--- config.mk ---
export PLATFORM = sky130hd
export DESIGN_NAME = sha1_message_digest
export DESIGN_NICKNAME = d
export VERILOG_FILES = /design/src/hw/rtl/sha1md_pkg.sv /design/src/hw/rtl/sha1md_sched.sv /design/src/hw/rtl/sha1md_round.sv /design/src/hw/rtl/sha1_message_digest.sv
export SDC_FILE = /design/constraint.sdc
export NUM_CORES = 2
export LEC_CHECK = 0
export BUFFER_PORTS_ARGS = -buffer_cell sky130_fd_sc_hd__buf_2
export CORE_ASPECT_RATIO = 1.5
export CORE_MARGIN = 2
export CORE_UTILIZATION = 56
export DETAILED_ROUTE_END_ITERATION = 16
export PLACE_DENSITY_LB_ADDON = 0.05
export SLEW_MARGIN = 20
export SYNTH_ARGS = -nofsm -noshare
export SYNTH_HDL_FRONTEND = slang
export SYNTH_SLANG_ARGS = --single-unit
export TNS_END_PERCENT = 1
--- constraint.sdc ---
create_clock -name i_clk -period 32.7 [get_ports i_clk]
set_input_delay 4.905 -clock i_clk [delete_from_list [all_inputs] [get_ports i_clk]]
set_output_delay 4.905 -clock i_clk [all_outputs]
set_load 0.02 [all_outputs]
--- src/hw/rtl/sha1md_pkg.sv ---
// shared types and constants for the sha-1 message digest block
// no dependencies; imported by every module of the block
package sha1md_pkg;

    typedef struct packed {
        logic [7:0] data_byte;
        logic       byte_valid;
        logic       last;
    } t_in_item;

    typedef struct packed {
        logic [31:0] digest_word;
        logic [2:0]  word_index;
        logic        final_word;
    } t_out_item;

    typedef logic [0:4][31:0] t_hash;

    typedef struct packed {
        logic shift_byte;
        logic shift_word;
    } t_sched_ctl;

    typedef struct packed {
        logic load;
        logic step;
    } t_round_ctl;

    typedef enum logic [5:0] {
        S_IDLE  = 6'b000001,
        S_ROUND = 6'b000010,
        S_ADD   = 6'b000100,
        S_PAD   = 6'b001000,
        S_LEN   = 6'b010000,
        S_OUT   = 6'b100000
    } t_state;

    localparam logic [31:0] K_R0 = 32'h5A827999;
    localparam logic [31:0] K_R1 = 32'h6ED9EBA1;
    localparam logic [31:0] K_R2 = 32'h8F1BBCDC;
    localparam logic [31:0] K_R3 = 32'hCA62C1D6;

    localparam t_hash H_INIT = {32'h67452301, 32'hEFCDAB89, 32'h98BADCFE,
                                32'h10325476, 32'hC3D2E1F0};

    localparam logic [6:0] LAST_ROUND = 7'd79;
    localparam logic [5:0] LAST_POS   = 6'd63;
    localparam logic [5:0] PRE_LEN_POS = 6'd55;
    localparam logic [7:0] PAD_FIRST  = 8'h80;
    localparam logic [2:0] LAST_WORD  = 3'd4;

endpackage

--- src/hw/rtl/sha1md_sched.sv ---
// 512-bit block buffer and message schedule shift line
// depends on sha1md_pkg
module sha1md_sched (
    input  logic                   i_clk,
    input  sha1md_pkg::t_sched_ctl i_ctl,
    input  logic [7:0]             i_byte,
    output logic [31:0]            o_w0
);
    import sha1md_pkg::*;

    logic [511:0] r_blk;
    logic [31:0]  w_mix;
    logic [31:0]  w_new;

    // taps at words 13, 8, 2, 0 of the line
    assign w_mix = r_blk[511-32*13 -: 32] ^ r_blk[511-32*8 -: 32]
                 ^ r_blk[511-32*2 -: 32] ^ r_blk[511 -: 32];
    assign w_new = {w_mix[30:0], w_mix[31]};
    assign o_w0  = r_blk[511 -: 32];

    always_ff @(posedge i_clk) begin
        if (i_ctl.shift_byte) begin
            r_blk <= {r_blk[503:0], i_byte};
        end else if (i_ctl.shift_word) begin
            r_blk <= {r_blk[479:0], w_new};
        end
    end

endmodule

--- src/hw/rtl/sha1md_round.sv ---
// one sha-1 round per cycle over the working variables a..e
// depends on sha1md_pkg
module sha1md_round (
    input  logic                   i_clk,
    input  sha1md_pkg::t_round_ctl i_ctl,
    input  logic [6:0]             i_round,
    input  sha1md_pkg::t_hash      i_h,
    input  logic [31:0]            i_w,
    output sha1md_pkg::t_hash      o_abcde
);
    import sha1md_pkg::*;

    logic [31:0] r_a, r_b, r_c, r_d, r_e;
    logic [31:0] w_f, w_k, w_t;

    always_comb begin
        if (i_round < 7'd20) begin
            w_f = (r_b & r_c) | (~r_b & r_d);
            w_k = K_R0;
        end else if (i_round < 7'd40) begin
            w_f = r_b ^ r_c ^ r_d;
            w_k = K_R1;
        end else if (i_round < 7'd60) begin
            w_f = (r_b & r_c) | (r_b & r_d) | (r_c & r_d);
            w_k = K_R2;
        end else begin
            w_f = r_b ^ r_c ^ r_d;
            w_k = K_R3;
        end
    end

    assign w_t = {r_a[26:0], r_a[31:27]} + w_f + r_e + w_k + i_w;
    assign o_abcde = {r_a, r_b, r_c, r_d, r_e};

    always_ff @(posedge i_clk) begin
        if (i_ctl.load) begin
            r_a <= i_h[0];
            r_b <= i_h[1];
            r_c <= i_h[2];
            r_d <= i_h[3];
            r_e <= i_h[4];
        end else if (i_ctl.step) begin
            r_e <= r_d;
            r_d <= r_c;
            r_c <= {r_b[1:0], r_b[31:2]};
            r_b <= r_a;
            r_a <= w_t;
        end
    end

endmodule

--- src/hw/rtl/sha1_message_digest.sv ---
// sha-1 over a byte stream: one byte per item, digest out as five word items
// each 64-byte block is compressed in 80 rounds, then added into the hash words
// closing: 0x80 and zero padding plus eight length bytes, with one or two compressions
// the single round unit sets the rate; input is not ready while a block is compressed
// output: five items, one per accepted cycle; input not ready until the last
// reset (synchronous, active low): hash words to initial values, count to zero
// depends on sha1md_pkg, sha1md_sched, sha1md_round
module sha1_message_digest (
    input  logic                  i_clk,
    input  logic                  i_rst_n,
    input  logic                  i_in_valid,
    output logic                  o_in_ready,
    input  sha1md_pkg::t_in_item  i_in_data,
    output logic                  o_out_valid,
    input  logic                  i_out_ready,
    output sha1md_pkg::t_out_item o_out_data
);
    import sha1md_pkg::*;

    t_state      r_state, n_state;
    t_hash       r_h, n_h;
    logic [63:0] r_cnt, n_cnt;
    logic [5:0]  r_pos, n_pos;
    logic [6:0]  r_round, n_round;
    logic [2:0]  r_idx, n_idx;
    logic        r_last, n_last;
    logic        r_sent80, n_sent80;
    logic        r_final, n_final;

    t_sched_ctl  w_sctl;
    t_round_ctl  w_rctl;
    logic [7:0]  w_byte;
    logic [31:0] w_w0;
    t_hash       w_abcde;

    sha1md_sched u_sched (
        .i_clk  (i_clk),
        .i_ctl  (w_sctl),
        .i_byte (w_byte),
        .o_w0   (w_w0)
    );

    sha1md_round u_round (
        .i_clk   (i_clk),
        .i_ctl   (w_rctl),
        .i_round (r_round),
        .i_h     (r_h),
        .i_w     (w_w0),
        .o_abcde (w_abcde)
    );

    assign o_in_ready  = (r_state == S_IDLE);
    assign o_out_valid = (r_state == S_OUT);
    assign o_out_data.digest_word = r_h[r_idx];
    assign o_out_data.word_index  = r_idx;
    assign o_out_data.final_word  = (r_idx == LAST_WORD);

    always_comb begin
        n_state  = r_state;
        n_h      = r_h;
        n_cnt    = r_cnt;
        n_pos    = r_pos;
        n_round  = r_round;
        n_idx    = r_idx;
        n_last   = r_last;
        n_sent80 = r_sent80;
        n_final  = r_final;
        w_sctl   = '0;
        w_rctl   = '0;
        w_byte   = i_in_data.data_byte;
        unique case (r_state)
            S_IDLE: begin
                if (i_in_valid) begin
                    n_last = i_in_data.last;
                    if (i_in_data.byte_valid) begin
                        w_sctl.shift_byte = 1'b1;
                        n_cnt = r_cnt + 64'd8;
                        n_pos = r_pos + 6'd1;
                        if (r_pos == LAST_POS) begin
                            w_rctl.load = 1'b1;
                            n_round = '0;
                            n_state = S_ROUND;
                        end else if (i_in_data.last) begin
                            n_state = S_PAD;
                        end
                    end else if (i_in_data.last) begin
                        n_state = S_PAD;
                    end
                end
            end
            S_ROUND: begin
                w_rctl.step = 1'b1;
                w_sctl.shift_word = 1'b1;
                n_round = r_round + 7'd1;
                if (r_round == LAST_ROUND) begin
                    n_state = S_ADD;
                end
            end
            S_ADD: begin
                for (int i = 0; i < 5; i++) begin
                    n_h[i] = r_h[i] + w_abcde[i];
                end
                if (r_final) begin
                    n_idx = '0;
                    n_state = S_OUT;
                end else if (r_last) begin
                    n_state = S_PAD;
                end else begin
                    n_state = S_IDLE;
                end
            end
            S_PAD: begin
                w_sctl.shift_byte = 1'b1;
                w_byte = r_sent80 ? 8'h00 : PAD_FIRST;
                n_sent80 = 1'b1;
                n_pos = r_pos + 6'd1;
                if (r_pos == LAST_POS) begin
                    w_rctl.load = 1'b1;
                    n_round = '0;
                    n_state = S_ROUND;
                end else if (r_pos == PRE_LEN_POS) begin
                    n_state = S_LEN;
                end
            end
            S_LEN: begin
                w_sctl.shift_byte = 1'b1;
                w_byte = r_cnt[63:56];
                n_cnt = {r_cnt[55:0], 8'h00};
                n_pos = r_pos + 6'd1;
                if (r_pos == LAST_POS) begin
                    n_final = 1'b1;
                    w_rctl.load = 1'b1;
                    n_round = '0;
                    n_state = S_ROUND;
                end
            end
            S_OUT: begin
                if (i_out_ready) begin
                    if (r_idx == LAST_WORD) begin
                        n_h      = H_INIT;
                        n_cnt    = '0;
                        n_pos    = '0;
                        n_last   = 1'b0;
                        n_sent80 = 1'b0;
                        n_final  = 1'b0;
                        n_state  = S_IDLE;
                    end else begin
                        n_idx = r_idx + 3'd1;
                    end
                end
            end
            default: begin
                n_state = S_IDLE;
            end
        endcase
    end

    always_ff @(posedge i_clk) begin
        if (!i_rst_n) begin
            r_state  <= S_IDLE;
            r_h      <= H_INIT;
            r_cnt    <= '0;
            r_pos    <= '0;
            r_round  <= '0;
            r_idx    <= '0;
            r_last   <= 1'b0;
            r_sent80 <= 1'b0;
            r_final  <= 1'b0;
        end else begin
            r_state  <= n_state;
            r_h      <= n_h;
            r_cnt    <= n_cnt;
            r_pos    <= n_pos;
            r_round  <= n_round;
            r_idx    <= n_idx;
            r_last   <= n_last;
            r_sent80 <= n_sent80;
            r_final  <= n_final;
        end
    end

    a_ready_not_out: assert property (@(posedge i_clk) disable iff (!i_rst_n)
        o_in_ready |-> !o_out_valid)
        else $error("input ready while digest items pending");

    a_round_range: assert property (@(posedge i_clk) disable iff (!i_rst_n)
        (r_state == S_ROUND) |-> (r_round <= LAST_ROUND))
        else $error("round counter out of range");

    a_len_position: assert property (@(posedge i_clk) disable iff (!i_rst_n)
        (r_state == S_LEN) |-> (r_pos[5:3] == 3'b111) && r_sent80)
        else $error("length bytes outside the last eight block bytes");

    a_reinit: assert property (@(posedge i_clk) disable iff (!i_rst_n)
        (o_out_valid && i_out_ready && o_out_data.final_word)
        |=> (r_h == H_INIT) && (r_cnt == 64'd0) && (r_pos == 6'd0))
        else $error("state not reinitialized after digest");

endmodule
==> metrics.md <==
| Metric | Value |
|---|---|
| Outcome | `finished, final reports clean` |
| Critical path arrival | `3.12 ns` |
| CTS Hold Bufs | `0` |
| H-tree depth | `3` |
| Hold WS | `0.463 ns` |
| Post-synth cell types | `93` |
| RePlAce Congestion | `0.930` |
| Synth Register Bits | `918` |
| Initial antenna violation count | `3` |
| Max FO, Critical Path | `38` |
| # placed instances | `7034` |
| Yosys warnings | `0` |
| Area Growth Syn to Fin | `7.86%` |
| Core area | `94400 um2` |
| Top achievable clock speed | `0.125 GHz` |
| RSZ-0062 raised after global routing | `false` |
| Total GRT Usage | `0.295` |
| Clock buffer depth | `3` |
| First-pass DRT Iterations | `8` |
| Crit start category | `register` |
| Final setup vio count | `0` |
| Pre-CTS setup slack | `23.72 ns` |
| Largest net degree at the start of global routing | `244` |
| DR iter-0 viols | `3299` |
| WL/cell | `20.2 um` |
| Non-Filler Instances | `7204` |
| Post-Syn Instances | `5950` |
| Worst setup margin | `24.67 ns` |
| DIE HEIGHT | `382 um` |
| Max-cap violations | `0` |
| Final worst path period share | `0.246` |
| Final instance area | `57600 um2` |
| Pwr per Cell Area | `62.2 nW/um2` |
| Post-route ant nets | `0` |
| Final wirelength | `145000 um` |
| Slew Limit Headroom | `0.217` |
| Hold Vio Cnt, Final | `0` |
| First-pass GRT wire length | `227000 um` |
| Fill count | `8377` |
| Clk_lat worst skew | `0.69 ns` |
| Final net count | `6206` |
| Final slew viol count | `0` |
| Setup TNS | `0 ns` |
| Clock Sinks | `918` |
| Static leakage | `23.9 nW` |
| CTS root buf | `clkbuf_16` |
| Row count | `138` |
| Die ar. | `97900 um2` |
| Clock skew | `0.0191 ns` |
| Syn Area/Cell | `8.97 um2` |
| Post-CTS Repair Setup Buffers | `0` |
| Avg Vias per Cell | `5.81` |
| HPWL Detailed | `100000 um` |
| Vias in the first global route | `40683` |
| CTS buffer count | `92` |
| Commonest non-fill, non-tap cell in the layout | `nand2_1` |
| Ys flop type | `edfxtp_1` |
| Vias | `41863` |
| Footprint of the multi-input gates | `26400 um2` |
| Crit end category | `output pin` |
| Seq/Total Area, Yosys | `0.470` |
| Fin crit period | `8.03 ns` |
| I/O pin count | `52` |
| Syn Nets | `6288` |
| Buffers on Ports | `51` |
| Post-route DRC violation count | `0` |
| Width of the die | `256 um` |
| Fin util | `0.610` |
| Worst Max-Slew Pin Slew | `1.17 ns` |
| Req. time, crit path | `27.79 ns` |
| Initial Utilization | `0.565` |
| Most frequent cells in the layout | `nand2_1 (2036), edfxtp_1 (672), nor2_1 (328)` |
| Resized cells post-CTS | `0` |
| CP Class | `reg2out` |
| CTS tree | `built` |
| Worst-case vdd ir drop | `0.0000562 V` |
| Area of the mapped netlist | `53400 um2` |
| Sequential Area | `25100 um2` |
| Area after DPL | `54700 um2` |
| Fraction of registers with async set/reset | `0` |
| Min-delay worst type | `reg2reg` |
| Global route overflow | `0` |
| Number of flops mapped to enable cells by yosys | `672` |
| Final Power | `3.58 mW` |
| Share of layout cells above drive strength 1 | `0.0527` |
| Clock transition at path regs | `0.06 ns` |
[cell usage after synthesis, drive strengths merged (79+ instances only)]
master | instances | share of area
nand2 | 2043 | 0.14
edfxtp | 672 | 0.38
nor2 | 335 | 0.024
a21oi | 310 | 0.029
o21ai | 279 | 0.026
dfxtp | 246 | 0.092
clkbuf | 240 | 0.017
inv | 231 | 0.016
ha | 205 | 0.048
xnor2 | 203 | 0.033
fa | 119 | 0.045
a21o | 101 | 0.014
mux2i | 95 | 0.018
nand3 | 86 | 0.0082
xor2 | 82 | 0.013
nor3 | 79 | 0.0078
[per-layer routing]
metal / track usage / vias to the layer above / part of all wire
met1: 0.364 / 20301 / 0.40
met4: 0.151 / 0 / 0.051
met2: 0.515 / 1056 / 0.50
li1: - / 20238 / -
met3: 0.0304 / 268 / 0.048
met5: 0 / - / 0
[final cells by class]
cell class	instances	share of cell area
Timing Repair Buffer	105	0.0122
Inverter	233	0.0152
Sequential cell	918	0.436
Clock buffer	117	0.0421
Multi-Input combinational cell	4518	0.458
Antenna cell	1	0.0000435
Clock inverter	52	0.00854
Tap cell	1260	0.0274
[state kept, by name, summed over array words and instances, names as in the netlist, 3 cells and up]
register / count
r_state: 6
u_round.r_a: 32
u_round.r_c: 32
r_idx: 3
r_cnt: 61
u_round.r_e: 32
u_round.r_d: 32
r_h: 160
r_round: 7
r_pos: 6
u_round.r_b: 32
u_sched.r_blk: 512
[worst paths after layout]
path                                 start               to  slack [ns]  cells past startpoint
worst max-delay path              r_idx[0]   o_out_data[35]       24.67                      5
worst min register to register    r_sent80         r_sent80        0.46                      2
worst min-delay path              r_sent80         r_sent80        0.46                      2
worst max register to register  r_round[4]  u_round.r_a[30]       25.07                     25
[report_power, final]
| part | switching [mW] | total, mW | internal (mW) |
|---|---|---|---|
| Combinational | 0.590 | 0.898 | 0.308 |
| Sequential | 0.108 | 1.62 | 1.52 |
| Clock | 0.474 | 1.06 | 0.583 |
[cells by family (layout without fill, tap and decap cells)]
family          after synthesis  in the layout  share of synthesized area
xor+xnor                    285            285                     0.0468
other cells                   0              1                          0
simple gates               2742           2742                      0.209
mux                         103            103                     0.0195
fa+ha+maj                   324            324                     0.0927
buf+inv                     514            507                     0.0369
flops                       918            918                      0.470
compound gates             1064           1064                      0.125
[critical path, cell delays in order (launching register included)]
cell	delay (ns)
dfxtp_4	0.68
inv_1	0.19
nor2_4	0.79
a21oi_1	0.29
o22ai_1	0.23
buf_2	0.21
Note: power is estimated with default switching activity, not from simulation.
